## config.mk

```make
export PLATFORM = sky130hd
export DESIGN_NAME = pulse_width_single_wire_sender
export DESIGN_NICKNAME = d
export VERILOG_FILES = /design/src/hw/rtl/pwss_pkg.sv /design/src/hw/rtl/pulse_width_single_wire_sender.sv
export VERILOG_INCLUDE_DIRS = /design/src /design/src/hw/rtl
export SDC_FILE = /design/constraint.sdc
export NUM_CORES = 1
export LEC_CHECK = 0
export ABC_AREA = 1
export BUFFER_PORTS_ARGS = -buffer_cell sky130_fd_sc_hd__buf_2
export CAP_MARGIN = 20
export CORE_MARGIN = 2
export CORE_UTILIZATION = 30
export DETAILED_ROUTE_END_ITERATION = 12
export PLACE_DENSITY_LB_ADDON = 0.12
export RECOVER_POWER = 25
export SLEW_MARGIN = 5
export SYNTH_ARGS = -nofsm -noshare
export SYNTH_HDL_FRONTEND = slang
export SYNTH_SLANG_ARGS = --single-unit
export TNS_END_PERCENT = 1
```

## constraint.sdc

```tcl
create_clock -name i_clk -period 4.6 [get_ports i_clk]
set_input_delay 0.23 -clock i_clk [delete_from_list [all_inputs] [get_ports i_clk]]
set_output_delay 0.23 -clock i_clk [all_outputs]
set_load 0.02 [all_outputs]
```

## src/hw/rtl/pulse_width_single_wire_sender_macros.svh

```systemverilog
// assertion helpers for the rtl
`ifndef PULSE_WIDTH_SINGLE_WIRE_SENDER_MACROS_SVH
`define PULSE_WIDTH_SINGLE_WIRE_SENDER_MACROS_SVH

// same-cycle implication, checked outside reset
`define PWSS_ASSERT_IMPL(label, clk, rst_n, ante, cons) \
    label: assert property (@(posedge clk) disable iff (!rst_n) (ante) |-> (cons)) \
        else $error("pwss assertion failed");

// next-cycle implication, checked outside reset
`define PWSS_ASSERT_NEXT(label, clk, rst_n, ante, cons) \
    label: assert property (@(posedge clk) disable iff (!rst_n) (ante) |=> (cons)) \
        else $error("pwss assertion failed");

`endif

```

## src/hw/rtl/pwss_pkg.sv

```systemverilog
`timescale 1ns / 1ps

package pwss_pkg;

    // action codes
    localparam logic [1:0] ACT_TICK  = 2'd0;
    localparam logic [1:0] ACT_START = 2'd1;
    localparam logic [1:0] ACT_STOP  = 2'd2;

    // configuration register indexes
    localparam logic [1:0] CFG_LEAD  = 2'd0;
    localparam logic [1:0] CFG_SHORT = 2'd1;
    localparam logic [1:0] CFG_LONG  = 2'd2;
    localparam logic [1:0] CFG_STOP  = 2'd3;

    // configuration reset values
    localparam logic [5:0] LEAD_RST  = 6'd40;
    localparam logic [4:0] SHORT_RST = 5'd4;
    localparam logic [4:0] LONG_RST  = 5'd8;
    localparam logic [5:0] STOP_RST  = 6'd16;

    typedef enum logic [1:0] {
        PH_LEAD = 2'd0,
        PH_BITS = 2'd1,
        PH_STOP = 2'd2
    } t_phase;

    typedef struct packed {
        logic [1:0]  action;
        logic [15:0] data_word;
    } t_in_item;

    typedef struct packed {
        logic line_level;
        logic busy_res;
        logic frame_done;
    } t_out_item;

endpackage

```

## src/hw/rtl/pulse_width_single_wire_sender.sv

```systemverilog
`timescale 1ns / 1ps
// pulse-width coded single wire sender
// input channel: i_in_valid / o_in_stall carry a command transaction, action is
//   tick (advance the frame one time step), start (latch data_word and arm) or
//   stop (disarm and freeze the line and counters where they are)
// output channel: o_out_valid / i_out_stall carry one result transaction per
//   command: the wire level after it, busy while armed, and frame_done on the
//   tick that closes the final low phase
// config port: i_cfg_we writes i_cfg_data into register i_cfg_index
//   (lead, short, long, stop tick counts); write only while idle
// result: the result of a command is registered and on the output in the cycle after it is taken
// throughput: one command per cycle while o_in_stall is low; the whole state update is one pass of
//   counter compare logic ahead of the state and result registers
// stall: the result register holds while i_out_stall is high; one more command
//   is still taken while the register drains, o_in_stall rises only when a
//   result waits and the receiver stalls
// reset: synchronous, active low; sender disarmed, wire idle high, config
//   registers back to lead 40, short 4, long 8, stop 16, no result pending
`include "pulse_width_single_wire_sender_macros.svh"

module pulse_width_single_wire_sender #(
    parameter int WORD_BITS = 16
) (
    input  logic                i_clk,
    input  logic                i_rst_n,
    // command channel
    input  logic                i_in_valid,
    output logic                o_in_stall,
    input  pwss_pkg::t_in_item  i_in_data,
    // result channel
    output logic                o_out_valid,
    input  logic                i_out_stall,
    output pwss_pkg::t_out_item o_out_data,
    // configuration writes
    input  logic                i_cfg_we,
    input  logic [1:0]          i_cfg_index,
    input  logic [5:0]          i_cfg_data
);

    // configuration registers
    logic [5:0] r_lead_ticks;
    logic [4:0] r_short_ticks;
    logic [4:0] r_long_ticks;
    logic [5:0] r_stop_ticks;

    // sender state
    logic             r_armed,       n_armed;
    logic             r_fresh,       n_fresh;
    pwss_pkg::t_phase r_phase,       n_phase;
    logic             r_level_half,  n_level_half;
    logic [6:0]       r_lead_count,  n_lead_count;   // counts up to 64
    logic [5:0]       r_width_count, n_width_count;
    logic [4:0]       r_bit_index,   n_bit_index;
    logic [15:0]      r_word,        n_word;
    logic             r_wire,        n_wire;
    logic             n_done;

    // result register
    logic                r_out_valid;
    pwss_pkg::t_out_item r_out;
    pwss_pkg::t_out_item n_out;

    logic       w_accept;
    logic       w_tick;
    logic [5:0] w_wc_inc;
    logic [4:0] w_bi_inc;
    logic [4:0] w_bit_target;

    // a waiting result blocks new commands only while the receiver stalls
    assign o_in_stall  = r_out_valid & i_out_stall;
    assign w_accept    = i_in_valid & ~o_in_stall;
    assign w_tick      = w_accept && (i_in_data.action == pwss_pkg::ACT_TICK);
    assign o_out_valid = r_out_valid;
    assign o_out_data  = r_out;

    // width counter and bit index step, taken after a possible restart clear
    assign w_wc_inc     = (r_fresh ? 6'd0 : r_width_count) + 6'd1;
    assign w_bi_inc     = (r_fresh ? 5'd0 : r_bit_index) + 5'd1;
    // high phase of a data bit: long for a one, short for a zero
    assign w_bit_target = r_word[r_bit_index[3:0]] ? r_long_ticks : r_short_ticks;

    // next state and result
    always_comb begin
        n_armed       = r_armed;
        n_fresh       = r_fresh;
        n_phase       = r_phase;
        n_level_half  = r_level_half;
        n_lead_count  = r_lead_count;
        n_width_count = r_width_count;
        n_bit_index   = r_bit_index;
        n_word        = r_word;
        n_wire        = r_wire;
        n_done        = 1'b0;

        if (w_tick && r_armed) begin
            // first tick of a frame clears the counters
            if (r_fresh) begin
                n_fresh       = 1'b0;
                n_lead_count  = 7'd0;
                n_width_count = 6'd0;
                n_level_half  = 1'b0;
                n_bit_index   = 5'd0;
                n_phase       = pwss_pkg::PH_LEAD;
            end
            case (n_phase)
                pwss_pkg::PH_LEAD: begin
                    if (n_lead_count <= {1'b0, r_lead_ticks}) begin
                        // idle lead time, line untouched
                        n_lead_count = n_lead_count + 7'd1;
                    end else if (!n_level_half) begin
                        // start pulse low half
                        n_wire        = 1'b0;
                        n_width_count = w_wc_inc;
                        if (w_wc_inc > {1'b0, r_long_ticks}) begin
                            n_wire        = 1'b1;
                            n_level_half  = 1'b1;
                            n_width_count = 6'd0;
                        end
                    end else begin
                        // start pulse high half
                        n_width_count = w_wc_inc;
                        if (w_wc_inc == {1'b0, r_long_ticks}) begin
                            n_wire        = 1'b0;
                            n_level_half  = 1'b0;
                            n_phase       = pwss_pkg::PH_BITS;
                            n_width_count = 6'd0;
                        end
                    end
                end
                pwss_pkg::PH_BITS: begin
                    n_width_count = w_wc_inc;
                    if (!n_level_half) begin
                        if (w_wc_inc == {1'b0, r_short_ticks}) begin
                            n_wire        = 1'b1;
                            n_level_half  = 1'b1;
                            n_width_count = 6'd0;
                        end
                    end else if (w_wc_inc == {1'b0, w_bit_target}) begin
                        // bit done, move to the next or to the closing low
                        n_wire        = 1'b0;
                        n_level_half  = 1'b0;
                        n_width_count = 6'd0;
                        n_bit_index   = w_bi_inc;
                        if (32'(w_bi_inc) >= 32'(WORD_BITS)) begin
                            n_bit_index = 5'd0;
                            n_phase     = pwss_pkg::PH_STOP;
                        end
                    end
                end
                pwss_pkg::PH_STOP: begin
                    n_wire        = 1'b0;
                    n_width_count = w_wc_inc;
                    if (w_wc_inc == r_stop_ticks) begin
                        // frame complete, release the line
                        n_wire        = 1'b1;
                        n_width_count = 6'd0;
                        n_phase       = pwss_pkg::PH_LEAD;
                        n_bit_index   = 5'd0;
                        n_armed       = 1'b0;
                        n_fresh       = 1'b1;
                        n_done        = 1'b1;
                    end
                end
                default: begin
                    // unused phase code, hold
                end
            endcase
        end else if (w_accept) begin
            case (i_in_data.action)
                pwss_pkg::ACT_START: begin
                    n_word  = i_in_data.data_word;
                    n_fresh = 1'b1;
                    n_armed = 1'b1;
                end
                pwss_pkg::ACT_STOP: begin
                    n_armed = 1'b0;
                end
                default: begin
                    // tick while disarmed or unused code: no change
                end
            endcase
        end

        n_out.line_level = n_wire;
        n_out.busy_res   = n_armed;
        n_out.frame_done = n_done;
    end

    // configuration registers
    always_ff @(posedge i_clk) begin
        if (!i_rst_n) begin
            r_lead_ticks  <= pwss_pkg::LEAD_RST;
            r_short_ticks <= pwss_pkg::SHORT_RST;
            r_long_ticks  <= pwss_pkg::LONG_RST;
            r_stop_ticks  <= pwss_pkg::STOP_RST;
        end else if (i_cfg_we) begin
            case (i_cfg_index)
                pwss_pkg::CFG_LEAD:  r_lead_ticks  <= i_cfg_data;
                pwss_pkg::CFG_SHORT: r_short_ticks <= i_cfg_data[4:0];
                pwss_pkg::CFG_LONG:  r_long_ticks  <= i_cfg_data[4:0];
                pwss_pkg::CFG_STOP:  r_stop_ticks  <= i_cfg_data;
                default: begin
                end
            endcase
        end
    end

    // sender state and result registers
    always_ff @(posedge i_clk) begin
        if (!i_rst_n) begin
            r_armed       <= 1'b0;
            r_fresh       <= 1'b1;
            r_phase       <= pwss_pkg::PH_LEAD;
            r_level_half  <= 1'b0;
            r_lead_count  <= 7'd0;
            r_width_count <= 6'd0;
            r_bit_index   <= 5'd0;
            r_wire        <= 1'b1;
            r_out_valid   <= 1'b0;
        end else begin
            r_armed       <= n_armed;
            r_fresh       <= n_fresh;
            r_phase       <= n_phase;
            r_level_half  <= n_level_half;
            r_lead_count  <= n_lead_count;
            r_width_count <= n_width_count;
            r_bit_index   <= n_bit_index;
            r_wire        <= n_wire;
            if (w_accept) begin
                r_out_valid <= 1'b1;
            end else if (!i_out_stall) begin
                r_out_valid <= 1'b0;
            end
        end
    end

    // payload registers
    always_ff @(posedge i_clk) begin
        r_word <= n_word;
        if (w_accept) begin
            r_out <= n_out;
        end
    end

    // every taken command leaves a result behind it
    `PWSS_ASSERT_NEXT(a_result_follows, i_clk, i_rst_n, w_accept, r_out_valid)
    // a finished frame shows the released line and a disarmed sender
    `PWSS_ASSERT_IMPL(a_done_release, i_clk, i_rst_n, r_out_valid && r_out.frame_done,
        r_out.line_level && !r_out.busy_res)
    // a tick while disarmed leaves the line and counters alone
    `PWSS_ASSERT_NEXT(a_idle_tick, i_clk, i_rst_n, w_tick && !r_armed,
        $stable(r_wire) && $stable(r_width_count) && $stable(r_phase))
    // bit index stays inside the word
    `PWSS_ASSERT_IMPL(a_bit_range, i_clk, i_rst_n, 1'b1, 32'(r_bit_index) < 32'(WORD_BITS))

endmodule

```

==> results of run 1 <==
[through the flow]
stage | area (sq um) | worst slack (ns) | power [uW]
global route | 4810 | 0.798 | 1570
global placement | 4470 | 1.38 | 729
CTS | 4820 | 1.25 | 1540
finish | 4810 | 1.21 | 1510
floorplan | 4130 | 2.14 | 695
detailed placement | 4470 | 1.27 | 730
[cells by family (layout without fill, tap and decap cells)]
| logic type | after synthesis | count (layout) | synth area share |
|---|---|---|---|
| AO/OA/AOI/OAI | 112 | 112 | 0.148 |
| XOR/XNOR | 8 | 8 | 0.0170 |
| adder cells (fa/ha/maj) | 18 | 18 | 0.0546 |
| buffers and inverters | 103 | 142 | 0.0964 |
| flip-flops | 66 | 66 | 0.366 |
| AND/OR/NAND/NOR | 293 | 293 | 0.318 |
[area by class of cell]
cell class | instances | area [sq um] | share of cell area
well taps | 176 | 220 | 0.0457
multi-input cells | 431 | 2220 | 0.461
clock inverters | 7 | 116 | 0.0242
repair buffers | 37 | 188 | 0.0390
inverters | 89 | 334 | 0.0694
flip-flops and latches | 66 | 1510 | 0.314
clock buffers | 9 | 225 | 0.0468
[power by group through the flow]
stage	combinational (uW)	clock, uW	sequential (uW)
after global placement	94.3	0	635
after global routing	109	838	624
after floorplan	59.7	0	635
after CTS	95.2	818	622
final	93.8	797	622
after detailed placement	94.6	0	635
[placed cells by master, fill, tap and decap left out, types with 3 or more instances in the layout]
| cell type | Yosys | final |
|---|---|---|
| o22ai_1 | 3 | 3 |
| xor2_1 | 6 | 6 |
| clkbuf_16 | 0 | 9 |
| inv_1 | 79 | 79 |
| nand2_2 | 6 | 6 |
| o211ai_1 | 7 | 7 |
| clkinv_1 | 3 | 4 |
| edfxtp_1 | 19 | 19 |
| inv_2 | 7 | 7 |
| buf_2 | 3 | 33 |
| nand2_1 | 158 | 158 |
| a21oi_1 | 58 | 58 |
| nand3_1 | 57 | 57 |
| a31oi_1 | 4 | 4 |
| nand4_1 | 5 | 5 |
| bufinv_16 | 0 | 3 |
| nor2_1 | 44 | 44 |
| dfxtp_1 | 47 | 47 |
| nor2_2 | 3 | 3 |
| nor3_1 | 8 | 8 |
| ha_1 | 18 | 18 |
| o21ai_0 | 31 | 31 |
[critical path, cell delays in order, from the launching register on]
cell	delay, ns
dfxtp_1	0.45
inv_2	0.28
nand2_2	0.27
nor2_4	0.22
nand4_2	0.14
nand2_2	0.16
inv_2	0.09
ha_1	0.30
nand2_1	0.05
inv_1	0.06
nand2_1	0.06
nor2_1	0.10
nand4_1	0.12
nor2_1	0.20
nor2_1	0.10
nand2_1	0.08
a21oi_1	0.05
nor4_1	0.18
nand2_1	0.08
nand2_1	0.09
inv_1	0.04
[registers in the layout, indices dropped and copies added (netlist names), 2 cells and up]
signal / flops
r_short_ticks: 5
r_phase: 2
r_lead_ticks: 6
r_bit_index: 5
r_width_count: 6
r_word: 16
r_long_ticks: 5
o_out_data: 3
r_stop_ticks: 6
r_lead_count: 7
[metal layers]
metal / track usage / wire [um] / share of wire
met5: 0 / 0 / 0
met4: 0.0589 / 181 / 0.016
met3: 0.0352 / 550 / 0.050
met2: 0.254 / 4960 / 0.45
met1: 0.220 / 5350 / 0.48
[final timing paths]
path,to,slack [ns],cells after the start,from
setup / recovery,o_out_data[2],1.21,20,r_fresh
hold / removal,r_word[11],0.06,1,i_in_data[11]
setup reg to reg,o_out_data[2],1.21,20,r_fresh
hold reg to reg,r_lead_ticks[2],0.47,2,r_lead_ticks[2]
==> results.md, run 1 <==
* Placer congestion estimate at 0.904
* Most instantiated cells after synthesis: nand2_1, inv_1, a21oi_1
* Setup violations, final at 0
* Max-cap viol count at 1
* # clock sinks at 66
* Root buffer cell: clkbuf_16
* Largest net degree at the start of global routing at 36
* #FFs+latches synth at 66
* Routed vias at 3930
* First drt pass iteration count at 4
* Vias in the first global route at 3834
* DRC violations left at 0
* Critical path fanouts, max at 13
* Most used DFF post-synth: dfxtp_1
* EDFF count, synth at 19
* Clk slew on worst S/H paths at 0.06 ns
* Vias per cell at 4.82
* Final Hold Viols at 0
* Synth area leaders: dfxtp_1, nand2_1, edfxtp_1
* Fin. max-slew vios at 0
* Port-buffer cells at 35
* Post_cts resized at 0
* Post-Layout Cell Count at 815
* Clk network pwr share at 0.527
* Yosys warns at 0
* Pwr/cell area at 314 nW/um^2
* Initial core utilization at 0.309
* Outcome: complete, but fails checks
* # Post-CTS Setup Buffers at 0
* Global-route usage over all layers at 0.162
* P_sw at 335 uW
* WL/cell at about 14 um
* Comb pwr share at 0.062
* Leak at 0.00217 uW
* RSZ-0062 raised after global routing: no
* Post-Syn Area at 4130 sq um
* Power share of the sequential group at 0.411
* Period Utilization, post-route at 0.736
* First-pass GRT wire length at around 19000 um
* Antenna cell count at 0
* Layout cells sized above 1 at 0.121
* Final core area utilization at 0.361
* Req. time, crit path at 4.69 ns
* Worst EP arrival at 3.48 ns
* Area of the die at approximately 15000 sq um
* Layout filler cell count at 1479
* Die W at ~120 um
* Hold buffers post-CTS at 0
* WL final at 11000 um
* Net count after synthesis at ~650
* Mean post-synth cell area at 6.88 sq um
* Final antenna-violating net count at 0
* GRT overflow at 0
* Post-Syn Instances at 600
* CP startpoint kind: flop
* TritonCTS buffer count at 9
* Post-synthesis sequential area ratio at 0.366
* Area share of the largest cell type after synthesis at 0.228
* Final net count at 683
* Top cell type by total area after synthesis: dfxtp_1
* Hold WS at roughly 0.063 ns
* Yosys cell types at 38
* DP Cell Count at about 800
* First DRT Iteration DRCs at 206
* Setup Skew at 0.00825 ns
* Row count at 42
* Initial antenna violation count at 0
* IO Count at 36
* Net Sw Frac at 0.221
* CTS tree: yes
* Clock Tree Buf Depth at 2
* Die Y at roughly 120 um
* P_int at 1180 uW
* Top-count cell post-synth: nand2_1
* Crit path kind: reg -> reg
* Worst-margin pin slew at 1.49 ns
* Max Fclk at 295 MHz
* Syn-to-layout area delta at 16.6%
* Peak VDD IR at 0.158 mV
* Fin crit period at about 3.4 ns
* Hold WC Path Type: in -> reg
* Rel. slew slack at 0.00870
* Worst skew pair latency at 0.34 ns
* Failing checks: capacitance limit
* Core Area at ~13000 sq um
* H-tree depth at 3
* Post-DP HPWL at 8150 um
* Setup TNS at 0 ns
* Crit. End Element: flop
* Post-synth ARST share at 0
Note: power is estimated with default switching activity, not from simulation.
==> run 2, diff against run 1 <==
Clock period 4.6 ns to 3.19 ns, I/O delays scaled along.
==> results.md, run 2 (synthesis gave the netlist of run 1 again) <==
* RSZ-0062 raised after global routing: no (unchanged)
* Comb pwr share at 0.078 (was 0.062)
* Worst skew pair latency at 0.33 ns (was 0.34 ns)
* Commonest non-fill, non-tap cell in the layout: nand2_1 (unchanged)
* Crit path kind: reg -> reg (unchanged)
* Crit path max-delay cell type: dfxtp_1 (unchanged)
* WL/cell at 13.2 um (was 13.5 um)
* Area of the die at 14700 sq um (unchanged)
* TritonCTS buffer count at 9 (unchanged)
* Final antenna-violating net count at 0 (unchanged)
* Worst EP arrival at 2.91 ns (was 3.48 ns)
* First DRT Iteration DRCs at 166 (was 206)
* Worst-margin pin slew at 0.616 ns (was 1.49 ns)
* Placer congestion estimate at 0.892 (was 0.904)
* Pwr/cell area at 392 nW/um^2 (was 314 nW/um^2)
* Period Utilization, post-route at 0.884 (was 0.736)
* Net Sw Frac at 0.242 (was 0.221)
* First-pass GRT wire length at 18600 um (was 18800 um)
* Setup violations, final at 0 (unchanged)
* P_sw at 470 uW (was 335 uW)
* Setup Skew at 0.00567 ns (was 0.00825 ns)
* Syn-to-layout area delta at 19.8% (was 16.6%)
* Max Fclk at 354 MHz (was 295 MHz)
* IO Count at 36 (unchanged)
* Power share of the sequential group at 0.463 (was 0.411)
* DRC violations left at 0 (unchanged)
* Final net count at 704 (was 683)
* Crit. End Element: flop (unchanged)
* Largest delay contributor family on the critical path: simple AND/OR/NAND/NOR gates (unchanged)
* PnR worst setup slack at 0.369 ns (was 1.21 ns)
* # Post-CTS Setup Buffers at 0 (unchanged)
* Most Frequent Cell on Critical Path: nand2_1 (unchanged)
* Power Total at 1940 uW (was 1510 uW)
* CTS tree: yes (unchanged)
* Port-buffer cells at 35 (unchanged)
* Clk slew on worst S/H paths at 0.06 ns (about the same)
* Fin. max-slew vios at 0 (unchanged)
* Clock Tree Buf Depth at 2 (unchanged)
* Row count at 42 (unchanged)
* Final Hold Viols at 0 (unchanged)
* WL final at 11100 um (was 11000 um)
* Die W at 121 um (unchanged)
* Global-route usage over all layers at 0.160 (was 0.162)
* Vias in the first global route at 3863 (was 3834)
* Die Y at 121 um (unchanged)
* Setup TNS at 0 ns (unchanged)
* Req. time, crit path at 3.28 ns (was 4.69 ns)
* GRT overflow at 0 (unchanged)
* Layout filler cell count at 1460 (was 1479)
* Initial core utilization at 0.309 (unchanged)
* H-tree depth at 3 (unchanged)
* Biggest regs: r_word (16), r_lead_count (7) (unchanged)
* Vias per cell at 4.76 (was 4.82)
* Antenna cell count at 0 (unchanged)
* Post-DP HPWL at 8220 um (was 8150 um)
* Crit-path cells: inv_2 > nand2_2 > nor2_4 > nand4_2 > nand2_2 > inv_2 > ha_1 > nand2_1 > inv_1 > nand2_1 > nor2_1 > nand4_1 > nor2_2 > nor2_1 > nand2_1 > a21oi_1 > nor4_2 > nand2_1 > nand2_1 > inv_1 (was inv_2 > nand2_2 > nor2_4 > nand4_2 > nand2_2 > inv_2 > ha_1 > nand2_1 > inv_1 > nand2_1 > nor2_1 > nand4_1 > nor2_1 > nor2_1 > nand2_1 > a21oi_1 > nor4_1 > nand2_1 > nand2_1 > inv_1)
* Max-cap viol count at 0 (was 1)
* Initial antenna violation count at 0 (unchanged)
* DP Cell Count at 804 (was 799)
* Outcome: finished clean (was complete, but fails checks)
* Commonest non-fill, non-tap cells in the layout: nand2_1, inv_1, a21oi_1, nand3_1, dfxtp_1 (unchanged)
* CP startpoint kind: flop (unchanged)
* P_int at 1470 uW (was 1180 uW)
* Critical path fanouts, max at 8 (was 13)
* Max FFs per register at 16 (unchanged)
* DP Worst Slack at 0.324 ns (was 1.27 ns)
* Layout cells sized above 1 at 0.127 (was 0.121)
* # clock sinks at 66 (unchanged)
* Fin crit period at 2.82 ns (was 3.39 ns)
* Clk network pwr share at 0.459 (was 0.527)
* Post-Layout Cell Count at 836 (was 815)
* Root buffer cell: clkbuf_16 (unchanged)
* Leak at 0.00222 uW (was 0.00217 uW)
* Worst stage delay on the critical path at 0.32 ns (was 0.45 ns)
* Core Area at 13300 sq um (unchanged)
* Hold WC Path Type: in -> reg (unchanged)
* Crit path buf inv count at 4 (unchanged)
* Rel. slew slack at 0.589 (was 0.00870)
* Peak VDD IR at 0.264 mV (was 0.158 mV)
* Biggest register: r_word (unchanged)
* First drt pass iteration count at 4 (unchanged)
* Routed vias at 3976 (was 3930)
* Largest net degree at the start of global routing at 36 (unchanged)
[run 2: cell types whose count changed in the layout (fill, tap and decap cells not counted), moves of 2 or more]
| cell | delta |
|---|---|
| bufinv_16 | -3 |
| nor2_2 | +2 |
| buf_4 | +5 |
| clkinvlp_4 | +2 |
| nor2_1 | -2 |
| dlygate4sd3_1 | +16 |
| clkinv_2 | +2 |
[run 2: path summary, 6_finish.rpt]
check                      to        startpoint  slack (ns)  cells past startpoint
max             o_out_data[2]           r_fresh        0.37                     20
min               o_out_valid        i_in_valid        0.09                      3
max reg2reg     o_out_data[2]           r_fresh        0.37                     20
min reg2reg  r_width_count[1]  r_width_count[1]        0.47                      2
[run 2: metal layers]
| metal | vias to the layer above | wire, um | part of all wire | global-route usage |
|---|---|---|---|---|
| li1 | 2078 | - | - | - |
| met1 | 1810 | 5320 | 0.48 | 0.210 |
| met2 | 70 | 5060 | 0.46 | 0.255 |
| met3 | 18 | 448 | 0.040 | 0.0371 |
| met4 | 0 | 234 | 0.021 | 0.0568 |
| met5 | - | 0 | 0 | 0 |
[run 2: stage by stage]
step	instance area [sq um]	utilization	hold WS, ns
after floorplan	4130	-	0.258
after global placement	4510	0.338	0.335
after detailed placement	4510	0.338	0.338
after global routing	4940	0.370	0.110
after CTS	4930	0.370	0.0756
final	4940	0.370	0.0865
[run 2: cell type report]
type,count,area [sq um],share of cell area
Clock buffer,10,229,0.0463
Clock inverter,6,33.8,0.00683
Sequential cell,66,1510,0.306
Tap cell,176,220,0.0445
Timing Repair Buffer,58,385,0.0780
Inverter,89,334,0.0676
Multi-Input combinational cell,431,2230,0.451
[run 2: power by group through the flow]
stage	logic (uW)	registers, uW	clock network [uW]
finish	152	897	890
global route	174	899	956
CTS	153	897	916
detailed placement	138	915	0
global placement	137	915	0
floorplan	86.1	916	0
[run 2: timing repair]
item	4_1_cts	5_1_grt
endpoints found under the setup margin	0	1
gates resized for setup	0	3
endpoints found under the hold margin	16	0
hold buffers	16	0
[run 2: worst min-delay path, delay by kind of cell]
kind / cells / cell delay, ns
compound gates: 1 / 0.06
buf+inv: 2 / 0.16
==> run 3, diff against run 2 <==
==> constraint.sdc (replaced) <==
create_clock -name i_clk -period 3.19 [get_ports i_clk]
set_input_delay 0.638 -clock i_clk [delete_from_list [all_inputs] [get_ports i_clk]]
set_output_delay 0.638 -clock i_clk [all_outputs]
set_load 0.02 [all_outputs]
==> results.md, run 3 (synthesis gave the netlist of run 1 again) <==
* Outcome: finished clean (unchanged)
* Worst-margin pin slew at 0.601 ns (was 0.616 ns)
* Worst stage delay on the critical path at 0.37 ns (was 0.32 ns)
* Net Sw Frac at 0.236 (was 0.242)
* Routed vias at 3926 (was 3976)
* Die W at 121 um (unchanged)
* Biggest regs: r_word (16), r_lead_count (7) (unchanged)
* Port-buffer cells at 35 (unchanged)
* TritonCTS buffer count at 9 (unchanged)
* Post-Layout Cell Count at 821 (was 836)
* Power Total at 2010 uW (was 1940 uW)
* First DRT Iteration DRCs at 231 (was 166)
* Largest delay contributor family on the critical path: simple AND/OR/NAND/NOR gates (unchanged)
* Max FFs per register at 16 (unchanged)
* WL met1 at 5480 um (was 5320 um)
* Post-DP HPWL at 8390 um (was 8220 um)
* DRC violations left at 0 (unchanged)
* Syn-to-layout area delta at 16.2% (was 19.8%)
* Power share of the sequential group at 0.446 (was 0.463)
* Initial core utilization at 0.309 (unchanged)
* Crit path buf inv count at 4 (unchanged)
* Die Y at 121 um (unchanged)
* Final net count at 689 (was 704)
* Layout cells sized above 1 at 0.126 (was 0.127)
* Area of the die at 14700 sq um (unchanged)
* Global-route usage over all layers at 0.160 (about the same)
* Critical path fanouts, max at 7 (was 8)
* Most Frequent Cell on Critical Path: nand2_1 (unchanged)
* Vias per cell at 4.78 (was 4.76)
* Hold WC Path Type: reg -> reg (was in -> reg)
* Row count at 42 (unchanged)
* Initial antenna violation count at 0 (unchanged)
* # clock sinks at 66 (unchanged)
* Commonest non-fill, non-tap cell in the layout: nand2_1 (unchanged)
* P_int at 1540 uW (was 1470 uW)
* Root buffer cell: clkbuf_16 (unchanged)
* Clk network pwr share at 0.485 (was 0.459)
* Max-cap viol count at 0 (unchanged)
* Worst EP arrival at 2.93 ns (was 2.91 ns)
* H-tree depth at 3 (unchanged)
* Worst skew pair latency at 0.34 ns (was 0.33 ns)
* # Post-CTS Setup Buffers at 0 (unchanged)
* Crit-path cells: inv_1 > nor2_1 > nand4_2 > nand2_2 > inv_2 > ha_1 > nand2_1 > inv_1 > nand2_1 > nor2_1 > nand4_1 > nor2_1 > nor2_1 > nand2_1 > a21oi_1 > nor4_1 > nand2_1 > nand2_1 > inv_1 (was inv_2 > nand2_2 > nor2_4 > nand4_2 > nand2_2 > inv_2 > ha_1 > nand2_1 > inv_1 > nand2_1 > nor2_1 > nand4_1 > nor2_2 > nor2_1 > nand2_1 > a21oi_1 > nor4_2 > nand2_1 > nand2_1 > inv_1)
* Crit path kind: reg -> reg (unchanged)
* First drt pass iteration count at 5 (was 4)
* Fin. max-slew vios at 0 (unchanged)
* DP Cell Count at 805 (was 804)
* Commonest non-fill, non-tap cells in the layout: nand2_1, inv_1, a21oi_1, nand3_1, dfxtp_1 (unchanged)
* WL/cell at 13.6 um (was 13.2 um)
* Largest net degree at the start of global routing at 35 (was 36)
* IO Count at 36 (unchanged)
* Layout filler cell count at 1457 (was 1460)
* Req. time, crit path at 3.28 ns (about the same)
* Placer congestion estimate at 0.910 (was 0.892)
* Post_cts resized at 0 (unchanged)
* Antenna cell count at 0 (unchanged)
* WL final at 11200 um (was 11100 um)
* Setup TNS at 0 ns (unchanged)
* GRT overflow at 0 (unchanged)
* Comb pwr share at 0.068 (was 0.078)
* Rel. slew slack at 0.596 (was 0.589)
* First-pass GRT wire length at 18500 um (was 18600 um)
* Top Layer Used: met4 (unchanged)
* CP startpoint kind: flop (unchanged)
* Fin crit period at 2.84 ns (was 2.82 ns)
* Leak at 0.00216 uW (was 0.00222 uW)
* Setup Skew at 0.00831 ns (was 0.00567 ns)
* RSZ-0062 raised after global routing: no (unchanged)
* Pwr/cell area at 419 nW/um^2 (was 392 nW/um^2)
* Vias in the first global route at 3755 (was 3863)
* Crit path max-delay cell type: dfxtp_1 (unchanged)
* Peak VDD IR at 0.281 mV (was 0.264 mV)
* P_sw at 474 uW (was 470 uW)
* Period Utilization, post-route at 0.889 (was 0.884)
* CTS tree: yes (unchanged)
* Met2 wire length at 5150 um (was 5060 um)
* Crit. End Element: flop (unchanged)
* Biggest register: r_word (unchanged)
* WL met3 at 402 um (was 448 um)
* Final Hold Viols at 0 (unchanged)
* Core Area at 13300 sq um (unchanged)
* Setup violations, final at 0 (unchanged)
* Clk slew on worst S/H paths at 0.06 ns (about the same)
* Clock Tree Buf Depth at 2 (unchanged)
* Final antenna-violating net count at 0 (unchanged)
* Max Fclk at 353 MHz (was 354 MHz)
* Hold buffers post-CTS at 0 (was 16)
-- run 3: path summary, 6_finish.rpt --
kind                                       start             to  slack (ns)  cells past startpoint
worst max-delay path            r_width_count[3]  o_out_data[2]        0.35                     19
worst min register to register        r_phase[0]     r_phase[0]        0.46                      2
worst max register to register  r_width_count[3]  o_out_data[2]        0.35                     19
worst min-delay path                  r_phase[0]     r_phase[0]        0.46                      2
-- run 3: cell type report --
| class | instances | area, sq um | share of cell area |
|---|---|---|---|
| inverters | 89 | 334 | 0.0696 |
| multi-input cells | 431 | 2220 | 0.462 |
| clock buffers | 10 | 229 | 0.0477 |
| clock inverters | 6 | 57.6 | 0.0120 |
| flip-flops and latches | 66 | 1510 | 0.315 |
| repair buffers | 43 | 228 | 0.0475 |
| well taps | 176 | 220 | 0.0459 |
-- run 3: worst min-delay path: cells and delay by family (launching register included) --
| family | cells | cell delay [ns] |
|---|---|---|
| simple gates | 1 | 0.06 |
| flops | 1 | 0.31 |
| compound gates | 1 | 0.05 |
-- run 3: stage by stage --
step / setup slack [ns] / instance area (sq um) / utilization / hold slack (ns)
global placement: 0.451 / 4520 / 0.339 / 0.455
global route: 0.129 / 4800 / 0.359 / 0.464
floorplan: 0.716 / 4130 / - / 0.435
detailed placement: 0.411 / 4520 / 0.339 / 0.458
finish: 0.355 / 4800 / 0.359 / 0.464
CTS: 0.376 / 4810 / 0.360 / 0.461
-- run 3: power groups by stage --
stage          clock, uW  sequential (uW)  combinational [uW]
2_1_floorplan          0              916                86.1
3_3_place_gp           0              916                 139
3_5_place_dp           0              916                 140
4_1_cts             1010              898                 141
5_1_grt             1030              899                 159
6_report             976              898                 137
-- run 3: layer usage --
metal / vias up / global-route usage
met5: - / 0
met2: 69 / 0.263
li1: 2054 / -
met3: 10 / 0.0296
met1: 1793 / 0.212
met4: 0 / 0.0524
